### src/hw/rtl/mie_pkg.sv
// ----------------------------------------------------------------------------
// mie_pkg: shared constants for the modular inverse block
// Holds the default word width and the fixed widths of the stream fields.
// ----------------------------------------------------------------------------
package mie_pkg;

	// Default width of the internal Euclid arithmetic.
	localparam int unsigned WordWidthDef = 32;

	// Fixed widths of the stream fields.
	localparam int unsigned FieldWidth = 32;
	localparam int unsigned InDataWidth = 2 * FieldWidth;

endpackage

### src/hw/rtl/mie_divmac.sv
// ----------------------------------------------------------------------------
// mie_divmac: serial divide with folded multiply-accumulate
// Restoring division, one quotient bit per cycle. Each quotient bit, MSB
// first, also drives a Horner accumulation of quotient times cofactor, so
// one step yields the remainder and base + quotient * cofactor.
// ----------------------------------------------------------------------------
module mie_divmac #(
	parameter int unsigned WORD_WIDTH = mie_pkg::WordWidthDef
) (
	input  logic                  clk,
	input  logic                  arst_n,
	input  logic                  start,
	input  logic [WORD_WIDTH-1:0] dividend,
	input  logic [WORD_WIDTH-1:0] divisor,
	input  logic [WORD_WIDTH-1:0] cof_mul,
	input  logic [WORD_WIDTH-1:0] cof_base,
	output logic                  busy,
	output logic                  done,
	output logic [WORD_WIDTH-1:0] rem,
	output logic [WORD_WIDTH-1:0] cof_out
);

	localparam int unsigned W  = WORD_WIDTH;
	localparam int unsigned CW = $clog2(W);

	logic [W-1:0]  part_q;
	logic [W-1:0]  dvd_q;
	logic [W-1:0]  dsr_q;
	logic [W-1:0]  mul_q;
	logic [W-1:0]  base_q;
	logic [W-1:0]  acc_q;
	logic [CW-1:0] cnt_q;
	logic          busy_q;
	logic          done_q;

	logic [W:0]    part_sh;
	logic [W:0]    part_sub;
	logic          q_bit;
	logic [W-1:0]  acc_nxt;

	// Bring in the next dividend bit and try the subtraction.
	assign part_sh  = {part_q, dvd_q[W-1]};
	assign part_sub = part_sh - {1'b0, dsr_q};
	assign q_bit    = (part_sh >= {1'b0, dsr_q});
	assign acc_nxt  = {acc_q[W-2:0], 1'b0} + (q_bit ? mul_q : '0);

	always_ff @(posedge clk or negedge arst_n) begin
		if (!arst_n) begin
			busy_q <= 1'b0;
			done_q <= 1'b0;
			cnt_q  <= '0;
		end else begin
			done_q <= 1'b0;
			if (start) begin
				busy_q <= 1'b1;
				cnt_q  <= '0;
			end else if (busy_q) begin
				cnt_q <= cnt_q + 1'b1;
				if (cnt_q == CW'(W - 1)) begin
					busy_q <= 1'b0;
					done_q <= 1'b1;
				end
			end
		end
	end

	always_ff @(posedge clk) begin
		if (start) begin
			part_q <= '0;
			dvd_q  <= dividend;
			dsr_q  <= divisor;
			mul_q  <= cof_mul;
			base_q <= cof_base;
			acc_q  <= '0;
		end else if (busy_q) begin
			part_q <= q_bit ? part_sub[W-1:0] : part_sh[W-1:0];
			dvd_q  <= {dvd_q[W-2:0], 1'b0};
			acc_q  <= acc_nxt;
		end
	end

	assign busy    = busy_q;
	assign done    = done_q;
	assign rem     = part_q;
	assign cof_out = base_q + acc_q;

endmodule

### src/hw/rtl/modular_inverse_ext_euclid.sv
// ----------------------------------------------------------------------------
// modular_inverse_ext_euclid: modular inverse by extended Euclid
// Returns the inverse of a value modulo a modulus, tracking one cofactor
// and the parity of the step count, with a flag that tells whether an inverse exists.
// ----------------------------------------------------------------------------
//
//  Channel  | Direction | Word contents (lowest bits first)
//  ---------+-----------+----------------------------------------------
//  s_axis   | in        | tdata: modulus[31:0], value[63:32]
//  m_axis   | out       | tdata: inverse[31:0]; tuser: has_inverse
//
// The time per word grows with the number of Euclid division steps (at most
// 46 for 32-bit operands); each step runs the serial divider, one quotient
// bit a cycle. s_axis_tready is high only while the sequencer is idle. A
// finished result waits in the output register, so the next word may be
// taken while it stalls; that word then finishes only once the register
// has been emptied. Reset clears the sequencer and the output valid.
// ----------------------------------------------------------------------------
module modular_inverse_ext_euclid #(
	parameter int unsigned WORD_WIDTH = mie_pkg::WordWidthDef
) (
	input  logic                             clk,
	input  logic                             arst_n,
	input  logic                             s_axis_tvalid,
	output logic                             s_axis_tready,
	input  logic [mie_pkg::InDataWidth-1:0]  s_axis_tdata,  // modulus, value
	output logic                             m_axis_tvalid,
	input  logic                             m_axis_tready,
	output logic [mie_pkg::FieldWidth-1:0]   m_axis_tdata,  // inverse
	output logic                             m_axis_tuser   // has_inverse
);

	localparam int unsigned W  = WORD_WIDTH;
	localparam int unsigned FW = mie_pkg::FieldWidth;

	// Sequencer states.
	localparam logic [1:0] ST_IDLE   = 2'd0;
	localparam logic [1:0] ST_CHECK  = 2'd1;
	localparam logic [1:0] ST_DIV    = 2'd2;
	localparam logic [1:0] ST_FINISH = 2'd3;

	logic [1:0]    state_q;
	logic [W-1:0]  mod_q;
	logic [W-1:0]  rem_q;
	logic [W-1:0]  nrem_q;
	logic [W-1:0]  cof_q;
	logic [W-1:0]  ncof_q;
	logic          odd_q;

	logic          out_valid_q;
	logic [FW-1:0] out_inv_q;
	logic          out_flag_q;

	logic          in_fire;
	logic          out_free;
	logic          out_load;
	logic          div_start;
	logic          div_busy;
	logic          div_done;
	logic [W-1:0]  div_rem;
	logic [W-1:0]  div_cof;
	logic [W-1:0]  result;
	logic          found;

	assign s_axis_tready = (state_q == ST_IDLE);
	assign in_fire       = s_axis_tvalid && s_axis_tready;
	assign out_free      = !out_valid_q || m_axis_tready;

	// The finished word moves into the output register once it is free.
	assign out_load      = (state_q == ST_FINISH) && out_free;

	// A division step is launched from the loop test whenever the running remainder is non-zero.
	assign div_start = (state_q == ST_CHECK) && (nrem_q != '0);

	// The gcd sits in rem_q once the loop ends; an odd step count means the
	// cofactor carries the wrong sign and is folded back through the modulus.
	assign found  = (rem_q == W'(1));
	assign result = !found ? '0 : (odd_q ? (mod_q - cof_q) : cof_q);

	mie_divmac #(
		.WORD_WIDTH (W)
	) u_divmac (
		.clk      (clk),
		.arst_n   (arst_n),
		.start    (div_start),
		.dividend (rem_q),
		.divisor  (nrem_q),
		.cof_mul  (ncof_q),
		.cof_base (cof_q),
		.busy     (div_busy),
		.done     (div_done),
		.rem      (div_rem),
		.cof_out  (div_cof)
	);

	always_ff @(posedge clk or negedge arst_n) begin
		if (!arst_n) begin
			state_q     <= ST_IDLE;
			out_valid_q <= 1'b0;
		end else begin
			out_valid_q <= out_load || (out_valid_q && !m_axis_tready);
			case (state_q)
				ST_IDLE: begin
					if (in_fire) begin
						state_q <= ST_CHECK;
					end
				end
				ST_CHECK: begin
					state_q <= (nrem_q == '0) ? ST_FINISH : ST_DIV;
				end
				ST_DIV: begin
					if (div_done) begin
						state_q <= ST_CHECK;
					end
				end
				ST_FINISH: begin
					if (out_free) begin
						state_q <= ST_IDLE;
					end
				end
				default: begin
					state_q <= ST_IDLE;
				end
			endcase
		end
	end

	// Euclid working registers and the output payload.
	always_ff @(posedge clk) begin
		if (in_fire) begin
			mod_q  <= W'(s_axis_tdata[FW-1:0]);
			rem_q  <= W'(s_axis_tdata[2*FW-1:FW]);
			nrem_q <= W'(s_axis_tdata[FW-1:0]);
			cof_q  <= W'(1);
			ncof_q <= '0;
			odd_q  <= 1'b0;
		end else if ((state_q == ST_DIV) && div_done) begin
			cof_q  <= ncof_q;
			ncof_q <= div_cof;
			rem_q  <= nrem_q;
			nrem_q <= div_rem;
			odd_q  <= !odd_q;
		end
		if (out_load) begin
			out_inv_q  <= FW'(result);
			out_flag_q <= found;
		end
	end

	assign m_axis_tvalid = out_valid_q;
	assign m_axis_tdata  = out_inv_q;
	assign m_axis_tuser  = out_flag_q;

	// The divider only runs on behalf of a word in flight.
	a_idle_div_quiet: assert property (@(posedge clk) disable iff (!arst_n)
		(state_q == ST_IDLE) |-> (!div_busy && !div_done))
		else $error("divider active while sequencer idle");

	// A finished division is only reported while the sequencer waits for it.
	a_done_in_div: assert property (@(posedge clk) disable iff (!arst_n)
		div_done |-> (state_q == ST_DIV))
		else $error("division finished outside the divide state");

	// No inverse is always reported as a zero word.
	a_none_is_zero: assert property (@(posedge clk) disable iff (!arst_n)
		(m_axis_tvalid && !m_axis_tuser) |-> (m_axis_tdata == '0))
		else $error("non-zero inverse reported without a gcd of one");

	// An accepted word always starts with the loop test.
	a_accept_to_check: assert property (@(posedge clk) disable iff (!arst_n)
		in_fire |=> (state_q == ST_CHECK))
		else $error("accepted word did not enter the loop test");

endmodule

### config.mk
export PLATFORM = sky130hd
export DESIGN_NAME = modular_inverse_ext_euclid
export DESIGN_NICKNAME = d
export VERILOG_FILES = /design/src/hw/rtl/mie_pkg.sv /design/src/hw/rtl/mie_divmac.sv /design/src/hw/rtl/modular_inverse_ext_euclid.sv
export SDC_FILE = /design/constraint.sdc
export NUM_CORES = 1
export LEC_CHECK = 0
export ABC_AREA = 1
export BUFFER_PORTS_ARGS = -buffer_cell sky130_fd_sc_hd__buf_2
export CORE_ASPECT_RATIO = 0.5
export CORE_UTILIZATION = 60
export CTS_CLUSTER_DIAMETER = 100
export CTS_CLUSTER_SIZE = 28
export DETAILED_ROUTE_END_ITERATION = 7
export GPL_TIMING_DRIVEN = 0
export MAX_ROUTING_LAYER = met4
export PLACE_DENSITY = 0.84
export SYNTH_ARGS = -nofsm -noshare
export SYNTH_HDL_FRONTEND = slang
export SYNTH_SLANG_ARGS = --single-unit
### constraint.sdc
create_clock -name clk -period 11.2 [get_ports clk]
set_clock_uncertainty 0.15 [all_clocks]
set_input_delay 0.56 -clock clk [delete_from_list [all_inputs] [get_ports clk]]
set_output_delay 0.56 -clock clk [all_outputs]
set_load 0.03 [all_outputs]
==> summary.md, run 1 <==
| Metric | Value |
|---|---|
| Ordered list of cells on the worst path | inv_1 -> ha_1 -> a21oi_1 -> nand2_1 -> a21oi_2 -> nand3_2 -> nand2_2 -> nand2_8 -> inv_4 -> buf_2 -> nor2_1 -> ha_1 -> fa_1 -> nand3_1 -> nand2_1 -> a21oi_1 -> inv_1 -> nand2_1 -> nand2_1 -> a21oi_1 -> nand3_1 -> nand3_1 -> nand2_1 |
| RSZ-0062 raised after global routing | false |
| Die width | 276 um |
| Main synth FF type | edfxtp_1 |
| Die area | 38300 um2 |
| Peak supply drop | 0.000194 V |
| IO Count | 103 |
| Drt total wl | between 70000 and 80000 um |
| Buffers on Ports | slightly above 100 |
| Post-cts resize count | 0 |
| CP endpoint kind | register |
| Area delta synth->final | 7.75% |
| Synth cell types | around 50 |
| CP required | 11520 ps |
| Kind of critical path | reg -> reg |
| Period minus WS final | about 4700 ps |
| RR Startpoint | u_divmac.dsr_q[12]$_DFFE_PP_ |
| Initial antenna violation count | 2 |
| R2r endpoint | u_divmac.acc_q[31]$_SDFFE_PP0P_ |
| Worst Setup Start Kind | register |
| H-tree Lvls | 1 |
| CP Depth | 23 |
| Pwr/cell area | 288 nW/um2 |
| Busiest grt layer | met2 |
| Endpoints failing setup | 0 |
| Most frequent cells in the layout | nand2_1, inv_1, edfxtp_1 |
| Share of layout cells above drive strength 1 | 6.57% |
| Worst Setup EP | u_divmac.acc_q[31]$_SDFFE_PP0P_ |
| Final Cell Area | about 24000 um2 |
| HPWL Detailed | 57200 um |
| Vias in the first global route | 18346 |
| Total negative slack | 0 ps |
| Met1 Usage GRT | 50.8% |
| Register-to-Register Path Depth | 23 |
| Final Hold Viols | 0 |
| Part of the Yosys area used for sequential elements | 46.9% |
| CTS Buf Count | 18 |
| DR vias/cell | roughly 5.8 |
| F_max | 213 MHz |
| Area after DPL | 23700 um2 |
| Core area | 36400 um2 |
| Critical path's slowest cell | fa_1 |
| CP most frequent cell | nand2_1 |
| Fin. max-slew vios | 0 |
| Fin crit share | 41.9% |
| Yosys reg bits | ~400 |
| Starting Density | 61.8% |
| Drt wl/cell | 20.9 um |
| Syn Nets | 2998 |
| Mapped Area | 22500 um2 |
| Root buffer cell | clkbuf_16 |
| Met3 Resource Use GR | 6.56% |
| Via count | 19836 |
| GRT Total Usage | 38.0% |
| Cells after synthesis | 2800 |
| Die Span Y | 139 um |
| Slowest Stage Delay on Critical Path | 410 ps |
| Worst-path fanout max | 10 |
| Routed Antenna Nets | 0 |
| Most common cell after layout, fill and taps aside | nand2_1 |
| Post-synthesis average cell area | 8.04 um2 |
| EDFF count, synth | about 260 |
| Gpl congestion | 1.03 |
| Pre-Repair DR Iteration Count | 6 |
| Met2 Track Usage GR | a little under 60% |
| Clock Latency Late Sink | 550 ps |
| Iteration-0 DRC Markers | 2178 |
| Net count, final | 3123 |
| Async set-reset flop share out of synthesis | 2.53% |
| Row count | 49 |
| Worst min-delay path class | in -> reg |
| CTS tree | yes |
| Largest net degree at the start of global routing | 69 |
| First-pass GRT wire length | 106000 um |
| Worst Setup SP | u_divmac.dsr_q[12]$_DFFE_PP_ |
| Total grt overflow | 0 |
| Crit path buffers/inverters | 4 |
| Clock Path Buffers | 3 |
| Slew Limit Headroom | between 20 and 25% |
| Flop2flop setup slack | 6510 ps |
| Yosys warnings | 0 |
| Max-cap violations | 0 |
| Clk pin slew, worst setup/hold paths | 120 ps |
| Measured slew at the worst slew-check pin | roughly 1200 ps |
| Arrival @ worst endpoint | 5010 ps |
| Pleak | 10.9 nW |
| Drc violations | 0 |
| Status | finished, final reports clean |
| CP top delay family | simple AND/OR/NAND/NOR gates |
| Number of clock sinks | 396 |
## worst min path at each step
stage,from,to,cells past startpoint
floorplan,arst_n,m_axis_tvalid$_DFF_PN0_,0
global placement,ncof_q[31]$_SDFFE_PP0P_,u_divmac.mul_q[31]$_DFFE_PP_,0
detailed placement,cof_q[29]$_SDFFE_PP0P_,u_divmac.base_q[29]$_DFFE_PP_,0
CTS,s_axis_tdata[10],mod_q[10]$_DFFE_PP_,1
global route,s_axis_tdata[0],mod_q[0]$_DFFE_PP_,1
finish,s_axis_tdata[10],mod_q[10]$_DFFE_PP_,1
## sequential cells by signal (all words and copies together), names as in the netlist, 5 cells and up
signal / count
rem_q: 32
cof_q: 32
u_divmac.rem: 32
u_divmac.dvd_q: 32
mod_q: 32
u_divmac.cnt_q: 5
u_divmac.acc_q: 32
nrem_q: 32
u_divmac.base_q: 32
u_divmac.mul_q: 32
ncof_q: 32
u_divmac.dsr_q: 32
m_axis_tdata: 32
## per-layer routing
| metal | up-vias | part of all wire (%) |
|---|---|---|
| met5 | - | 0 |
| met4 | 0 | 3.5 |
| met3 | 148 | 9.3 |
| met2 | 906 | 45 |
| met1 | 9280 | 42 |
| li1 | 9502 | - |
## stage by stage
step	power (mW)	hold slack [ps]	util, %	instances	setup WS, ps
final	6.98	60.2	66.6	3423	6510
after global routing	7.46	49.6	66.6	3423	6190
after CTS	6.90	53.1	66.6	3421	6530
after detailed placement	6.10	266	65.1	3388	6530
after global placement	6.01	262	64.9	3386	5970
after floorplan	4.99	114	-	2800	7260
## power breakdown
group	internal [mW]	total (mW)	leakage, nW	switching [mW]
combinational	1.28	3.85	6.99	2.57
sequential	2.06	2.33	3.66	0.269
clock	0.328	0.799	0.257	0.471
total	3.67	6.98	10.9	3.31
## timing repair
action	4_1_cts	5_1_grt
endpoints found under the hold margin	10	0
hold buffers	1	0
buffers inserted	0	0
## cell families (layout without fill, tap and decap cells)
logic type / Yosys count / count (layout) / synth area share (%)
compound gates: 531 / 531 / 13.0
xor+xnor: 65 / 65 / 2.53
fa+ha+maj: 130 / 130 / 7.36
buf+inv: 503 / 640 / 8.70
flops: 396 / 396 / 46.9
other cells: 0 / 2 / 0
simple gates: 1175 / 1175 / 21.5
## synthesized netlist by cell type (all sizes together) (2+ instances only)
| cell type | count | area [um2] |
|---|---|---|
| a21boi | 9 | 67.6 |
| a21o | 12 | 90.1 |
| a21oi | 185 | 937 |
| a31o | 2 | 17.5 |
| a31oi | 8 | 50.1 |
| and3 | 2 | 12.5 |
| buf | 27 | 168 |
| clkbuf | 39 | 146 |
| dfrtp | 10 | 250 |
| dfxtp | 129 | 2580 |
| edfxtp | 257 | 7720 |
| fa | 4 | 80.1 |
| ha | 126 | 1580 |
| inv | 436 | 1640 |
| nand2 | 713 | 2710 |
| nand3 | 153 | 771 |
| nand3b | 5 | 37.5 |
| nand4 | 26 | 163 |
| nor2 | 235 | 912 |
| nor3 | 17 | 85.1 |
| nor4 | 12 | 75.1 |
| o211ai | 18 | 135 |
| o21a | 6 | 45.0 |
| o21ai | 224 | 1130 |
| o21bai | 27 | 203 |
| o221ai | 3 | 26.3 |
| o22ai | 35 | 219 |
| or2 | 11 | 68.8 |
| xnor2 | 43 | 377 |
| xor2 | 22 | 193 |
## area by class of cell
class | instances | area (um2)
inverters | 437 | 1650
repair buffers | 105 | 576
clock buffers | 30 | 517
well taps | 484 | 606
plain buffers | 66 | 322
flip-flops and latches | 396 | 10600
clock inverters | 2 | 27.5
diodes | 2 | 5.00
fillers | 3144 | 12200
multi-input cells | 1901 | 10000
Note: power is estimated with default switching activity, not from simulation.
==> run 2, diff against run 1 <==
- CORE_UTILIZATION: 60 -> 56
- PLACE_DENSITY: 0.84 -> 0.83
- clock period: 11.2 -> 4.1 ns (I/O delays scaled with it)
==> summary.md, run 2 (synthesized netlist as in run 1, its figures left out) <==
| Metric | Value |
|---|---|
| Status | finished, final reports clean |
| Via count | just over 20000 |
| Area of the multi-input gates | 10200 um2 |
| Worst min-delay path class | in -> reg |
| Die area | roughly 40000 um2 |
| Layout Cells excl Fill | ~3500 |
| Starting Density | 57.4% |
| CTS tree | yes |
| Period minus WS final | 3940 ps |
| Arrival @ worst endpoint | 4290 ps |
| Die width | around 290 um |
| Most frequent cells in the layout | nand2_1, inv_1, edfxtp_1 |
| F_max | 254 MHz |
| Filler Cell Count | 3412 |
| Iteration-0 DRC Markers | ~2300 |
| Gpl congestion | roughly 1.0 |
| Max-cap violations | 0 |
| Cell count after placement | approximately 3400 |
| CP most frequent cell | nand2_1 |
| First-pass GRT wire length | 113000 um |
| IO Count | 103 |
| Routed Antenna Nets | 0 |
| Drt wl/cell | around 22 um |
| Pre-Repair DR Iteration Count | 6 |
| Clock Path Buffers | 3 |
| Net count, final | 3202 |
| Peak supply drop | 0.000518 V |
| Worst setup margin | 159 ps |
| Drc violations | 0 |
| Die Span Y | 144 um |
| Largest net degree at the start of global routing | 69 |
| Worst-path fanout max | 10 |
| Root buffer cell | clkbuf_16 |
| CP top delay family | simple AND/OR/NAND/NOR gates |
| CP endpoint kind | register |
| H-tree Lvls | 1 |
| Drt total wl | roughly 77000 um |
| GRT Total Usage | a little under two fifths |
| Number of clock sinks | slightly below 400 |
| Final Hold Viols | 0 |
| Area after DPL | 23800 um2 |
| Pwr/cell area | 784 nW/um2 |
| CTS Buf Count | 18 |
| Endpoints failing setup | 0 |
| Critical path's slowest cell | ha_1 |
| Kind of critical path | reg -> reg |
| Total Power | about 20 mW |
| Crit path buffers/inverters | 3 |
| Measured slew at the worst slew-check pin | 1120 ps |
| Share of layout cells above drive strength 1 | approximately 8.5% |
| Final Cell Area | 25300 um2 |
| Ordered list of cells on the worst path | inv_1 -> ha_1 -> nand2_1 -> nor2_1 -> nand2_1 -> a21oi_1 -> nor2_4 -> nand2_8 -> inv_12 -> clkbuf_4 -> nor2_2 -> ha_1 -> nand2_1 -> a21oi_1 -> or2_2 -> a21oi_2 -> nand3_2 -> nand2_1 -> nand2_1 -> nand3_1 -> nand3_1 -> nand2_1 |
| Slew Limit Headroom | 25.4% |
| Clock Latency Late Sink | 570 ps |
| Vias in the first global route | about 19000 |
| Clk pin slew, worst setup/hold paths | 110 ps |
| RSZ-0062 raised after global routing | true |
| CP required | 4450 ps |
| Slowest Stage Delay on Critical Path | 450 ps |
| Pleak | 11.3 nW |
| Area delta synth->final | 12.6% |
| Buffers on Ports | 102 |
| Fin crit share | 96.1% |
| Row count | 51 |
| Core area | between 30000 and 40000 um2 |
| Total grt overflow | 0 |
| FF/Latch Area | 10600 um2 |
| HPWL Detailed | 59400 um |
| Initial antenna violation count | 2 |
| Fin. max-slew vios | 0 |
| Worst Setup Start Kind | register |
| Most common cell after layout, fill and taps aside | nand2_1 |
| DR vias/cell | 5.81 |
| DP Worst Slack | -648 ps |
run 2: path summary, 6_finish.rpt:
kind | startpoint | end | slack [ps] | cells after the start
worst min register to register | ncof_q[8]$_SDFFE_PP0P_ | u_divmac.mul_q[8]$_DFFE_PP_ | 290 | 0
max in group asynchronous | arst_n | u_divmac.cnt_q[0]$_DFFE_PN0P_ | 3010 | 3
worst min-delay path | s_axis_tdata[8] | mod_q[8]$_DFFE_PP_ | 230 | 2
worst max-delay path | u_divmac.dsr_q[30]$_DFFE_PP_ | u_divmac.acc_q[31]$_SDFFE_PP0P_ | 160 | 22
min in group asynchronous | arst_n | state_q[0]$_DFFE_PN0P_ | 490 | 3
worst max register to register | u_divmac.dsr_q[30]$_DFFE_PP_ | u_divmac.acc_q[31]$_SDFFE_PP0P_ | 160 | 22
run 2: worst register-to-register path, delay by kind of cell (launching register included):
kind / cells / cell delay, ps
AND/OR/NAND/NOR: 14 / 1880
AO/OA/AOI/OAI: 3 / 470
flip-flops: 1 / 330
buffers and inverters: 3 / 300
adder cells (fa/ha/maj): 2 / 760
run 2: through the flow:
step                setup TNS (ps)  util, %  hold slack [ps]
floorplan                        0        -             -241
global placement            -91760     60.3            -75.8
detailed placement           -8280     60.6            -76.8
CTS                              0     63.9              215
global route                 -59.6     64.6              240
finish                           0     64.6              225
run 2: final cells by class:
cell class | count | area share (%)
Sequential cell | 396 | 41.6
Multi-Input combinational cell | 1901 | 40.4
Inverter | 437 | 6.53
Timing Repair Buffer | 184 | 5.34
Tap cell | 530 | 2.62
Clock buffer | 28 | 2.01
Buffer | 66 | 1.31
Clock inverter | 1 | 0.118
Antenna cell | 4 | 0.0395
run 2: timing repair:
item | CTS | global route
endpoints found under the hold margin | 108 | 0
buffers inserted | 2 | 10
pin swaps | 3 | 11
resized for setup | 24 | 50
hold buffers | 67 | 0
setup endpoints to repair | 23 | 20
run 2: power breakdown:
| group | internal (mW) | total [mW] | switching, mW |
|---|---|---|---|
| Clock | 0.887 | 2.21 | 1.33 |
| Combinational | 3.84 | 11.3 | 7.44 |
| Sequential | 5.64 | 6.37 | 0.733 |
| Total | 10.4 | 19.9 | 9.50 |
run 2: routing by layer:
layer	part of all wire, %	wire (um)	GRT usage (%)	vias to the layer above
li1	-	-	-	9633
met1	42	31900	50.4	9725
met2	45	34300	60.5	1069
met3	9.9	7580	5.94	193
met4	3.6	2760	11.9	0
met5	0	0	-	-
